$ cat config.mk
export PLATFORM = sky130hd
export DESIGN_NAME = pms_ctrl
export DESIGN_NICKNAME = d
export VERILOG_FILES = /design/src/rtl/point_mass_2d_dynamics_step_unit_assert.svh /design/src/rtl/pms_pkg.sv /design/src/rtl/pms_ctrl.sv
export SDC_FILE = /design/constraint.sdc
export NUM_CORES = 1
export LEC_CHECK = 0
export ABC_AREA = 1
export BUFFER_PORTS_ARGS = -buffer_cell sky130_fd_sc_hd__buf_2
export CAP_MARGIN = 20
export CORE_MARGIN = 8
export CORE_UTILIZATION = 42
export DETAILED_ROUTE_END_ITERATION = 10
export GPL_ROUTABILITY_DRIVEN = 1
export MAX_ROUTING_LAYER = met4
export PLACE_DENSITY = 0.63
export SETUP_SLACK_MARGIN = 0.15
export SLEW_MARGIN = 20
export SYNTH_ARGS = -nofsm -noshare
export SYNTH_HDL_FRONTEND = slang
export SYNTH_SLANG_ARGS = --single-unit
$ cat constraint.sdc
create_clock -name clk -period 3.05 [get_ports clk]
set_input_delay 0.1525 -clock clk [delete_from_list [all_inputs] [get_ports clk]]
set_output_delay 0.1525 -clock clk [all_outputs]
set_load 0.05 [all_outputs]
$ cat src/rtl/point_mass_2d_dynamics_step_unit_assert.svh
// Assertion macros for the point-mass step unit.
// Each macro expects signals named clk and rst_n in the scope where it is used.
`ifndef POINT_MASS_2D_DYNAMICS_STEP_UNIT_ASSERT_SVH
`define POINT_MASS_2D_DYNAMICS_STEP_UNIT_ASSERT_SVH

// The consequence must hold in the same cycle as the antecedent.
`define PMS_ASSERT_SAME(lbl, ante, cons, msg) \
    lbl: assert property (@(posedge clk) disable iff (!rst_n) (ante) |-> (cons)) \
        else $error(msg);

// The consequence must hold in the cycle after the antecedent.
`define PMS_ASSERT_NEXT(lbl, ante, cons, msg) \
    lbl: assert property (@(posedge clk) disable iff (!rst_n) (ante) |=> (cons)) \
        else $error(msg);

`endif

$ cat src/rtl/pms_pkg.sv
// ----------------------------------------------------------------------------
// pms_pkg
// Types, constants and helper functions for the point-mass step unit.
// ----------------------------------------------------------------------------
package pms_pkg;

    localparam int FRAC_BITS  = 16;
    localparam int DT_BITS    = 16;
    localparam int ALPHA_W    = FRAC_BITS + 1;
    localparam int MUL_W      = 34;
    localparam int PROD_W     = 2 * MUL_W;
    localparam int RAD_W      = 64;
    localparam int ROOT_W     = 32;
    localparam int ROOT_STEPS = 32;
    localparam int CNT_W      = 5;
    localparam int IDX_W      = 3;

    localparam logic [ALPHA_W-1:0] ONE_Q = ALPHA_W'(1) << FRAC_BITS;
    localparam logic signed [PROD_W-1:0] ONE_P = PROD_W'(1) << FRAC_BITS;
    localparam logic [30:0] SAT31 = 31'h7FFFFFFF;
    localparam logic signed [PROD_W-1:0] MAX_P = 68'sh7FFFFFFF;
    localparam logic signed [PROD_W-1:0] MIN_P = -68'sh80000000;
    localparam logic [RAD_W-1:0] ROOT_TOP = RAD_W'(1) << (RAD_W - 2);

    typedef enum logic [IDX_W-1:0] {
        REG_RISE_RATE  = 3'd0,
        REG_FALL_RATE  = 3'd1,
        REG_ACCEL_LIM  = 3'd2,
        REG_LIN_GAIN   = 3'd3,
        REG_QUAD_GAIN  = 3'd4,
        REG_SPEED_THR  = 3'd5,
        REG_THR_RECIP  = 3'd6
    } cfg_index_t;

    typedef struct packed {
        logic signed [31:0] cmd_ax;
        logic signed [31:0] cmd_ay;
        logic [15:0]        time_step;
        logic signed [31:0] wind_accel_x;
        logic signed [31:0] wind_accel_y;
        logic signed [31:0] wind_vel_x;
        logic signed [31:0] wind_vel_y;
    } in_item_t;

    typedef struct packed {
        logic signed [31:0] pos_x_out;
        logic signed [31:0] pos_y_out;
        logic signed [31:0] vel_x_out;
        logic signed [31:0] vel_y_out;
        logic signed [31:0] filt_ax_out;
        logic signed [31:0] filt_ay_out;
        logic [30:0]        rel_speed;
        logic signed [31:0] drag_ax;
        logic signed [31:0] drag_ay;
        logic               skipped;
    } out_item_t;

    typedef struct packed {
        logic [31:0]        rise_rate;
        logic [31:0]        fall_rate;
        logic [30:0]        accel_limit;
        logic [30:0]        lin_drag_gain;
        logic signed [31:0] quad_drag_gain;
        logic [30:0]        speed_threshold;
        logic [31:0]        threshold_recip;
    } cfg_regs_t;

    typedef enum logic [1:0] {
        ST_IDLE,
        ST_RUN,
        ST_ROOT,
        ST_DONE
    } state_t;

    // Each micro-step names the product it issues; the product of the
    // previous step is written back in the same cycle.
    typedef enum logic [4:0] {
        MS_RATE_X,
        MS_RATE_Y,
        MS_LAG_X,
        MS_LAG_Y,
        MS_SQ_X,
        MS_SQ_Y,
        MS_SQ_SUM,
        MS_LIN_X,
        MS_LIN_Y,
        MS_KGAIN,
        MS_WEIGHT,
        MS_QUAD_X,
        MS_QUAD_Y,
        MS_BLEND_X,
        MS_BLEND_Y,
        MS_VEL_X,
        MS_VEL_Y,
        MS_POS_X,
        MS_POS_Y,
        MS_POS_DONE
    } step_t;

    typedef struct packed {
        logic  load;
        logic  step_en;
        step_t step;
    } ctrl_cmd_t;

    typedef struct packed {
        logic dt_zero;
        logic sqrt_busy;
    } dp_status_t;

    function automatic logic [31:0] sat32(input logic signed [PROD_W-1:0] v);
        logic [31:0] r;
        if (v > MAX_P)
        begin
            r = 32'h7FFFFFFF;
        end
        else if (v < MIN_P)
        begin
            r = 32'h80000000;
        end
        else
        begin
            r = v[31:0];
        end
        return r;
    endfunction

    function automatic logic signed [PROD_W-1:0] sext32(input logic [31:0] v);
        return {{(PROD_W-32){v[31]}}, v};
    endfunction

    // Clamp a floored product to at most one; values below zero are not clamped.
    function automatic logic [ALPHA_W-1:0] clamp_unit(input logic signed [PROD_W-1:0] v);
        logic [ALPHA_W-1:0] r;
        if (v > ONE_P)
        begin
            r = ONE_Q;
        end
        else
        begin
            r = v[ALPHA_W-1:0];
        end
        return r;
    endfunction

endpackage

$ cat src/rtl/pms_ctrl.sv
// ----------------------------------------------------------------------------
// pms_ctrl
// Sequencer: accepts a beat, walks the micro-steps, waits on the root unit
// and holds the result until it is taken.
// ----------------------------------------------------------------------------
module pms_ctrl
(
    input  logic                 clk,
    input  logic                 rst_n,
    input  logic                 item_valid,
    output logic                 item_ready,
    output logic                 result_valid,
    input  logic                 result_ready,
    input  pms_pkg::dp_status_t  status,
    output pms_pkg::ctrl_cmd_t   cmd
);

    pms_pkg::state_t state_reg, state_next;
    pms_pkg::step_t  step_reg, step_next;

    always_ff @(posedge clk or negedge rst_n)
    begin
        if (!rst_n)
        begin
            state_reg <= pms_pkg::ST_IDLE;
            step_reg  <= pms_pkg::MS_RATE_X;
        end
        else
        begin
            state_reg <= state_next;
            step_reg  <= step_next;
        end
    end

    always_comb
    begin
        state_next   = state_reg;
        step_next    = step_reg;
        item_ready   = 1'b0;
        result_valid = 1'b0;
        cmd.load     = 1'b0;
        cmd.step_en  = 1'b0;
        cmd.step     = step_reg;
        case (state_reg)
            pms_pkg::ST_IDLE:
            begin
                item_ready = 1'b1;
                if (item_valid)
                begin
                    cmd.load = 1'b1;
                    // A zero time step changes nothing and reports at once.
                    if (status.dt_zero)
                    begin
                        state_next = pms_pkg::ST_DONE;
                    end
                    else
                    begin
                        state_next = pms_pkg::ST_RUN;
                        step_next  = pms_pkg::MS_RATE_X;
                    end
                end
            end
            pms_pkg::ST_RUN:
            begin
                cmd.step_en = 1'b1;
                if (step_reg == pms_pkg::MS_SQ_SUM)
                begin
                    state_next = pms_pkg::ST_ROOT;
                    step_next  = pms_pkg::MS_LIN_X;
                end
                else if (step_reg == pms_pkg::MS_POS_DONE)
                begin
                    state_next = pms_pkg::ST_DONE;
                end
                else
                begin
                    step_next = pms_pkg::step_t'(step_reg + 5'd1);
                end
            end
            pms_pkg::ST_ROOT:
            begin
                if (!status.sqrt_busy)
                begin
                    state_next = pms_pkg::ST_RUN;
                end
            end
            pms_pkg::ST_DONE:
            begin
                result_valid = 1'b1;
                if (result_ready)
                begin
                    state_next = pms_pkg::ST_IDLE;
                end
            end
            default:
            begin
                state_next = pms_pkg::ST_IDLE;
            end
        endcase
    end

endmodule

Word-level counts from Yosys, hierarchy flattened --
Cells that the tools add are included.
Storage, ports and cells: output and inout bits 9, logic and storage cells 35, bits in registers 7, input port bits 6
Cells by class: $add $sub $neg 1, reductions and logical operators 4, eq/ne operators 11, muxes and demuxes 17
Operator list (count):
- $mux 5 | 4
- $mux 2 | 6
- $pmux 5 s2 | 1
- $ne 2x2->1 const B | 4
- $pmux 2 s4 | 1
- $reduce_and 4->1 | 2
- $ne 3x3->1 const B | 2
- $add 5x1->5 const B | 1
- $eq 5x3->1 const B | 1
- $eq 5x5->1 const B | 1
- $mux 1 | 5
- $eq 2x2->1 const B | 2
- $eq 2x1->1 const B | 1
- $logic_not 2->1 | 1
- $reduce_bool 2->1 | 1

Longest topological paths before layout --
Gate-level depths: netlist of run 1.
word-level depth 4, depth in mapped cells 8, depth with buffers taken out 8

Worst setup path before layout of run 1 --
OpenSTA, ideal clock, no wires.
kind register -> register, start point reg step_reg[0], end point reg step_reg[0], setup slack 1.432 ns, path buffers 0, data required time 2.932 ns, arrival time 1.499 ns, stages on the path, launching flop included 9, library setup time 0.118 ns, clock period less this slack 1.618 ns, cell sequence dfrtp_1 ha_1 inv_1 nor2_1 nand3_1 clkinv_1 nor2_4 nand2_1 nand2_1
Between the ends: word-level cells in the longest chain between the ends 4, elaborated cells between the ends (all ways) 8, those cells by class add/sub (1); eq/ne (3); mux (3); reduce/logical (1)
RTL lines:
- start, declared | RTL line pms_ctrl.sv:19 | pms_pkg::step_t step_reg, step_next;
- start signal, assigned | RTL line pms_ctrl.sv:26 | step_reg <= pms_pkg::MS_RATE_X;
- start signal, assigned | RTL line pms_ctrl.sv:31 | step_reg <= step_next;
- $add 5x1->5 | RTL line pms_ctrl.sv:77 | step_next = pms_pkg::step_t'(step_reg + 5'd1);
- $mux 5 | RTL line pms_ctrl.sv:71 | else if (step_reg == pms_pkg::MS_POS_DONE)
- $mux 5 | RTL line pms_ctrl.sv:66 | if (step_reg == pms_pkg::MS_SQ_SUM)
- $pmux 5 s2 | RTL line pms_ctrl.sv:44 | case (state_reg)
Parallel ways exist; a longest one is shown, timed or not. The select of a mux whose other input is x is not followed. A chain may end at the register's enable or synchronous reset.

==> out/metrics.yaml, run 1 <==
yosys:
  synth_top_area_cell: "dfrtp_1"
  synth-seq-cells: 7
  yosys-top-cells-count: "32 x nand2_1, 10 x inv_1, 10 x nor2_1, 7 x dfrtp_1, 7 x nand3_1"
  synth_most_common_cell: "nand2_1"
  seq_area_frac_synth_pct: 30.2
  synthCells: 90
  syn_nets: 98
  synthesis.area_sq_um: 581
  yosys_warnings: 0
  synth-edff-count: 0
  synth_cell_types: 19
  synth.avg_cell_area_sq_um: 6.45
  synth_ff_type: "dfrtp_1"
  async_reset_ff_share_pct: 100
  synth_top_cell_area_share_pct: 30.2
  yosys-top-cells-area: "dfrtp_1 30%, nand2_1 21%, inv_1 6.5%"
power_and_ir_drop:
  p_leak_nw: 0.411
  ir_drop_mv: 0.593
  power_density_nw_per_um2: 1050
  p_total_mw: 0.731
critical_path:
  crit_slowest_cell: "dfrtp_1"
  critical_path_arrival_ns: 1.27
  timing.rr.end: "step_reg[2]"
  critPathLaunchType: "flop"
  reg2reg_slack_ns: 1.68
  end_kind: "primary output"
  path_max_fanout: 7
  critPathBufInv: 2
  path_cells: "inv_2, nor2_4, buf_2"
  startpoint: "state_reg[0]"
  critPathTopFamily: "flip-flops"
  crit_type: "flop to primary output"
  cp.required_ns: 2.90
  reg2reg_depth: 8
  r2r-start: "step_reg[0]"
  max_stage_delay_ns: 0.48
finish:
  drive_above_1_share_pct: 28.7
  antenna_cells: 0
  nFillCells: 144
  final_area_sq_um: 698
  regArea_sq_um: 175
  multi_input_area_sq_um: 339
  largest_reg_flops: 5
  fin_nets: 117
  area.growth.synth_to_final_pct: 20.3
  fin_cells: 123
  final_util_pct: 53.7
drt:
  wl_met2_um: 647
  ant_nets: 0
  wl_met3_um: 49
  first_pass_iters: 4
  wl_um: 1290
  viasPerCell: 4.83
  drc: 0
  wl_met1_um: 580
  num_vias: 594
  routed.top_layer: "met4"
  wl_per_cell_um: 10.5
  drt_iter0_drc: 8
clocking:
  cts_made_buffers: 3
  clk-insertion-delay-late_ns: 0.26
  cts_tree: "yes"
  cts.reportedPaths.clkPinSlew_ns: 0.05
  numClockSinks: 7
  clockRootBuffer: "clkbuf_4"
  cts_resized: 0
  cts_max_path_buffers: 2
  cts.htree.levels: 1
placement:
  place_congestion: 0.831
  place_ws_ns: 1.66
  dpl.hpwl_um: 1090
  placed_area_sq_um: 662
  dpl.cell_count: 118
  io_buffers: 14
global_routing:
  antenna_found_initial: 0
  grt_pass1_wl_um: 2370
  grtUsageTotal_pct: 11.4
  grt_start_max_net_pins: 11
  grt_overflow: 0
  grt_pass1_vias: 585
floorplanning:
  die_x_um: 53.2
  core_sq_um: 1300
  row_count: 13
  io-pin-count: 15
  start_util_pct: 44.6
  dieArea_sq_um: 2830
  die_height_um: 53.2
timing:
  finalSetupViolations: 0
  max_freq_ghz: 0.705
  fin_skew_ns: 0.00950
  rsz0062_at_grt: "no"
  finalMaxSlewViolations: 0
  setup_slack_ns: 1.63
  worst_pin_slew_ns: 0.283
  finalHoldViolations: 0
  period_minus_slack_ns: 1.42
  final.setup.tns_ns: 0
  finalCritPeriodShare_pct: 46.5
  slew_headroom_pct: 81.1
  holdWs_ns: 0.217
job:
  drv_cap: 0
worst_hold_path:
  hp-start: "result_ready"
  min_path_cells: 4
  hold_path_class: "input port to flop"
  holdPathEnd: "state_reg[0]"
outcome:
  outcome: "completed"
-- cell families after synthesis --
logic type,count (synthesis),share of synthesized area (%)
simple gates,61,49.6
flops,7,30.2
compound gates,4,4.53
buf+inv,16,11.4
fa+ha+maj,2,4.31
-- power by group --
part           internal, mW  leakage, nW  switching, mW
registers             0.123       0.0916         0.0617
logic                 0.135        0.305          0.324
clock network        0.0501       0.0150         0.0372
-- layout make-up --
type                       count  share of cell area [%]
multi-input combinational     67                    48.6
sequential                     7                    25.1
timing repair buffer          15                    11.5
inverter                      15                    8.42
clock buffer                   4                    3.76
tap                           15                    2.69
-- worst reg2reg max path, cell delays in order (launching register included) --
cell,delay (ns)
dfrtp_1,0.45
ha_1,0.24
inv_1,0.07
nor2_1,0.12
nand3_1,0.14
clkinv_1,0.11
nor2_4,0.04
nand2_1,0.06
nand2_1,0.05
-- how the worst max path moves through the flow --
stage,to,slack (ns),cells past startpoint
global route,step_reg[0],1.48,8
floorplan,step_reg[0],1.43,8
finish,cmd[5],1.63,3
detailed placement,step_reg[2],1.66,8
CTS,cmd[5],1.61,3
global placement,step_reg[2],1.70,8
-- per-layer routing --
| metal | global-route usage (%) | vias up |
|---|---|---|
| li1 | - | 311 |
| met1 | 12.1 | 266 |
| met2 | 18.6 | 15 |
| met3 | 3.36 | 2 |
| met4 | 6.30 | 0 |
| met5 | - | - |
-- what timing repair did --
action | in CTS | in global routing
hold buffers | 1 | 0
setup buffers | 0 | 0
endpoints found under the hold margin | 7 | 0
setup endpoints to repair | 0 | 0
-- layout by cell type, fill, tap and decap left out --
cell type      count
o21ai_0            2
clkinv_1           1
o21a_1             1
ha_1               2
dlygate4sd3_1      1
nand3b_1           1
nand2_2            2
nor2_4             3
nand2_1           32
nand4_1            2
a21oi_2            1
dfrtp_1            7
clkbuf_1           1
inv_4              1
nor2_2             3
nor2_1            10
inv_2              3
nand3_1            7
clkbuf_4           3
nand3_2            1
inv_1             10
buf_2             14
(Power assumes the default switching activity.)
==> inputs of run 2 (changes only) <==
Clock period 3.05 ns to 1.35 ns, I/O delays scaled along.
==> run 2 against run 1 <==
- critical path depth increased by 1
- sequential power increased by 150%
- combinational power increased to 3.1 times the previous value
- sequential share of layout area decreased by 4.0 points
- die area unchanged
- count of clock-buffer cells in the layout unchanged
- register-to-register slack got worse by 1.5 ns
- flip-flop and latch count unchanged
==> out/metrics.yaml, run 2 (synthesis results as in run 1) <==
outcome:
  outcome: "completed"
global_routing:
  grt_pass1_vias: 604
  grt_start_max_net_pins: 11
  grt_overflow: 0
  antenna_found_initial: 0
  grt_pass1_wl_um: 2600
  grtUsageTotal_pct: 12.9
critical_path:
  path_cells: "inv_4, nand2_2, nor2_2, buf_6"
  reg2reg_depth: 8
  max_stage_delay_ns: 0.47
  crit_type: "flop to primary output"
  critical_path_arrival_ns: 1.16
  cp.required_ns: 1.28
  crit_path_end: "cmd[6]"
  end_kind: "primary output"
  r2r-start: "step_reg[0]"
  crit_slowest_cell: "dfrtp_2"
  critPathLaunchType: "flop"
  path_max_fanout: 6
  timing.rr.end: "step_reg[2]"
  startpoint: "state_reg[0]"
  reg2reg_slack_ns: 0.14
clocking:
  clk-insertion-delay-late_ns: 0.26
  clockRootBuffer: "clkbuf_4"
  cts.reportedPaths.clkPinSlew_ns: 0.05
  cts_max_path_buffers: 2
  cts_made_buffers: 3
  cts_tree: "yes"
  numClockSinks: 7
  cts.htree.levels: 1
floorplanning:
  dieArea_sq_um: 2830
  io-pin-count: 15
  start_util_pct: 44.6
  die_x_um: 53.2
  row_count: 13
  core_sq_um: 1300
  die_height_um: 53.2
timing:
  final.setup.tns_ns: 0
  finalMaxSlewViolations: 0
  finalCritPeriodShare_pct: 91.1
  holdWs_ns: 0.133
  fin_skew_ns: 0.00471
  period_minus_slack_ns: 1.23
  finalHoldViolations: 0
  worst_pin_slew_ns: 0.251
  setup_slack_ns: 0.120
  slew_headroom_pct: 83.4
  max_freq_ghz: 0.813
  rsz0062_at_grt: "yes"
  finalSetupViolations: 0
drt:
  wl_um: 1560
  viasPerCell: 4.96
  ant_nets: 0
  drc: 0
  num_vias: 645
  wl_per_cell_um: 12.0
  drt_iter0_drc: 13
  first_pass_iters: 4
placement:
  placed_area_sq_um: 704
  dpl.hpwl_um: 1170
  io_buffers: 14
  place_congestion: 0.813
  place_ws_ns: 0.0802
  dpl.cell_count: 118
power_and_ir_drop:
  power_density_nw_per_um2: 2350
  p_total_mw: 2.07
  ir_drop_mv: 1.59
  p_leak_nw: 0.449
job:
  drv_cap: 0
finish:
  fin_nets: 124
  largest_reg_flops: 5
  final_cell_mix: "29 x nand2_1, 9 x buf_2, 7 x inv_1, 7 x nor2_4, 7 x buf_4"
  final_util_pct: 67.8
  nFillCells: 115
  layout_commonest_cell: "nand2_1"
  regArea_sq_um: 186
  fin_cells: 130
  multi_input_area_sq_um: 422
  area.growth.synth_to_final_pct: 51.9
  drive_above_1_share_pct: 53.0
  antenna_cells: 0
  final_area_sq_um: 882
worst_hold_path:
  hold_path_class: "input port to flop"
run 2: cell types whose count changed in the layout (fill, tap and decap cells not counted), moves of 2 or more:
cell	delta
nor2_4	+4
buf_6	+3
inv_1	-3
dfrtp_1	-7
nand3_1	-2
buf_2	-5
ha_1	-2
buf_4	+7
ha_4	+2
nand2_1	-3
dfrtp_2	+6
inv_4	+2
nor2_1	-5
nand2_2	+3
run 2: cell type report:
type	count	area share [%]
Clock buffer	4	2.98
Inverter	15	7.38
Multi-Input combinational cell	67	47.8
Tap cell	15	2.13
Timing Repair Buffer	22	18.6
Sequential cell	7	21.1
run 2: per-layer routing:
metal  GRT usage, %  up-vias  routed length [um]
li1               -      331                   -
met3           2.52        5                  90
met4           8.82        0                  46
met5              -        -                   0
met1           14.4      285                 658
met2           20.3       24                 765
run 2: worst min-delay path by stage:
stage,start,slack (ns),end,cells after the start
6_report,result_ready,0.13,state_reg[0],4
5_1_grt,result_ready,0.14,state_reg[0],4
4_1_cts,result_ready,0.12,state_reg[0],4
3_5_place_dp,rst_n,-0.08,step_reg[0],1
3_3_place_gp,rst_n,-0.09,step_reg[0],1
2_1_floorplan,rst_n,-0.23,state_reg[0],0
run 2: report_power, final:
group | switching (mW) | total [mW] | internal (mW) | leakage [nW]
registers | 0.158 | 0.456 | 0.298 | 0.0816
clock network | 0.0890 | 0.203 | 0.114 | 0.0150
logic | 0.869 | 1.41 | 0.545 | 0.353
run 2: timing repair:
action                                  4_1_cts  5_1_grt
cloned                                        0        0
buffers inserted                              4        3
hold buffers                                  1        0
resized for setup                            15       12
pin swaps                                     4        3
endpoints found under the setup margin       10       12
hold endpoints to repair                      7        0
run 2: critical path: cells and delay by family (launching register included):
kind                   cells  cell delay, ns
buffers and inverters      2            0.26
DFF                        1            0.47
and+or+nand+nor            2            0.17
==> inputs of run 3 (changes only) <==
Settings changed: CORE_MARGIN 8 to default, PLACE_DENSITY 0.63 to default, PLACE_DENSITY_LB_ADDON from default to 0.3.
==> run 3 against run 2 <==
- the run now ends with design-rule violations left
- via count grew 4.3%
- fmax decreased by 2.5%
- clock skew increased by 0.0098 ns
- sequential power barely moved
- total power is 0.12% lower
- sequential share of layout area is 0.30 points higher
- critical path depth stayed put
- final area decreased by 1.4%
- flip-flop and latch count is the same
- hold slack better by 0.012 ns
- critical path type unchanged
- largest power group unchanged
- highest routed layer unchanged
==> out/metrics.yaml, run 3 (synthesis results as in run 1) <==
timing:
  worst_pin_slew_ns: 0.268
  rsz0062_at_grt: "yes"
  slew_headroom_pct: 82.1
  finalCritPeriodShare_pct: 93.4
  finalSetupViolations: 0
  finalHoldViolations: 0
  finalMaxSlewViolations: 0
  period_minus_slack_ns: 1.26
  max_freq_ghz: 0.793
  fin_skew_ns: 0.0145
  final.setup.tns_ns: 0
global_routing:
  grt_start_max_net_pins: 11
  grt_overflow: 0
  antenna_found_initial: 0
  grt_pass1_wl_um: 2530
  grtUsageTotal_pct: 26.4
  grt_pass1_vias: 591
finish:
  final_util_pct: 66.8
  nFillCells: 115
  fin_cells: 132
  final_area_sq_um: 870
  regArea_sq_um: 186
  antenna_cells: 0
  largest_reg_flops: 5
  final_cell_mix: "30 x nand2_1, 10 x buf_2, 10 x buf_4"
  multi_input_area_sq_um: 404
  drive_above_1_share_pct: 49.6
  area.growth.synth_to_final_pct: 49.8
  fin_nets: 126
  layout_commonest_cell: "nand2_1"
clocking:
  cts.htree.levels: 1
  cts_max_path_buffers: 2
  clockRootBuffer: "clkbuf_4"
  clk-insertion-delay-late_ns: 0.28
  cts_tree: "yes"
  cts.reportedPaths.clkPinSlew_ns: 0.07
  cts_made_buffers: 3
  numClockSinks: 7
power_and_ir_drop:
  p_leak_nw: 0.456
  ir_drop_mv: 1.37
  p_total_mw: 2.07
  power_density_nw_per_um2: 2380
drt:
  drc: 2
  num_vias: 673
  drt_iter0_drc: 20
  viasPerCell: 5.10
  ant_nets: 0
  wl_per_cell_um: 13.0
  first_pass_iters: 7
  wl_um: 1720
worst_hold_path:
  hold_path_class: "input port to async pin"
critical_path:
  critPathLaunchType: "flop"
  path_cells: "inv_2, nand2_1, nor2_2, buf_6"
  r2r-start: "step_reg[0]"
  crit_type: "flop to primary output"
  timing.rr.end: "step_reg[4]"
  end_kind: "primary output"
  cp.required_ns: 1.28
  crit_slowest_cell: "dfrtp_2"
  max_stage_delay_ns: 0.47
  reg2reg_depth: 8
  path_max_fanout: 5
  reg2reg_slack_ns: 0.10
  critical_path_arrival_ns: 1.19
placement:
  io_buffers: 14
  dpl.hpwl_um: 1020
  place_congestion: 0.863
  dpl.cell_count: 118
  placed_area_sq_um: 704
floorplanning:
  die_height_um: 39.2
  io-pin-count: 15
  dieArea_sq_um: 1540
  core_sq_um: 1300
  row_count: 13
  die_x_um: 39.2
  start_util_pct: 44.6
outcome:
  outcome: "complete, but fails checks"
  violations: "design-rule violations"
job:
  drv_cap: 0
[run 3: changes by cell type in the layout (fill, tap and decap cells not counted), sizes merged]
cell / previous run / this run
clkbuf: 5 / 4
buf: 20 / 23
[run 3: layer usage]
layer / track usage, % / wire length [um] / vias up
li1: - / - / 332
met1: 29.9 / 690 / 308
met2: 45.4 / 928 / 27
met3: 3.47 / 63 / 6
met4: 12.9 / 35 / 0
met5: - / 0 / -
[run 3: area by class of cell]
| class | count | share of cell area [%] |
|---|---|---|
| Multi-Input combinational cell | 67 | 46.5 |
| Sequential cell | 7 | 21.4 |
| Tap cell | 15 | 2.16 |
| Clock buffer | 4 | 3.02 |
| Inverter | 15 | 7.48 |
| Timing Repair Buffer | 24 | 19.4 |
[run 3: worst max-delay path by stage]
| stage | to | slack (ns) | start | cells after the start |
|---|---|---|---|---|
| floorplan | step_reg[2] | 0.06 | step_reg[1] | 8 |
| global placement | state_reg[0] | 0.07 | step_reg[0] | 6 |
| detailed placement | state_reg[0] | 0.06 | step_reg[0] | 6 |
| CTS | step_reg[4] | 0.1 | step_reg[0] | 8 |
| global route | step_reg[4] | 0.04 | step_reg[1] | 7 |
| finish | cmd[6] | 0.09 | state_reg[1] | 4 |
[run 3: repair_timing]
action / CTS / global route
pin swaps: 2 / 1
endpoints found under the hold margin: 7 / 0
setup buffers: 5 / 4
resized for setup: 11 / 6
hold buffers: 1 / 0
endpoints found under the setup margin: 10 / 10
[run 3: report_power, final]
group / internal (mW) / switching, mW
clock network: 0.114 / 0.101
logic: 0.534 / 0.865
registers: 0.298 / 0.156
total: 0.946 / 1.12
[run 3: critical path, delay by kind of cell, from the launching register on]
kind / cells / cell delay [ns]
buf+inv: 2 / 0.28
simple gates: 2 / 0.19
flops: 1 / 0.47
[run 3: metrics by stage]
stage	hold WS, ns	worst slack (ns)
floorplan	-0.228	0.0558
global placement	-0.0877	0.0746
detailed placement	-0.0871	0.0596
CTS	0.156	0.0987
global route	0.179	0.0412
finish	0.145	0.0888
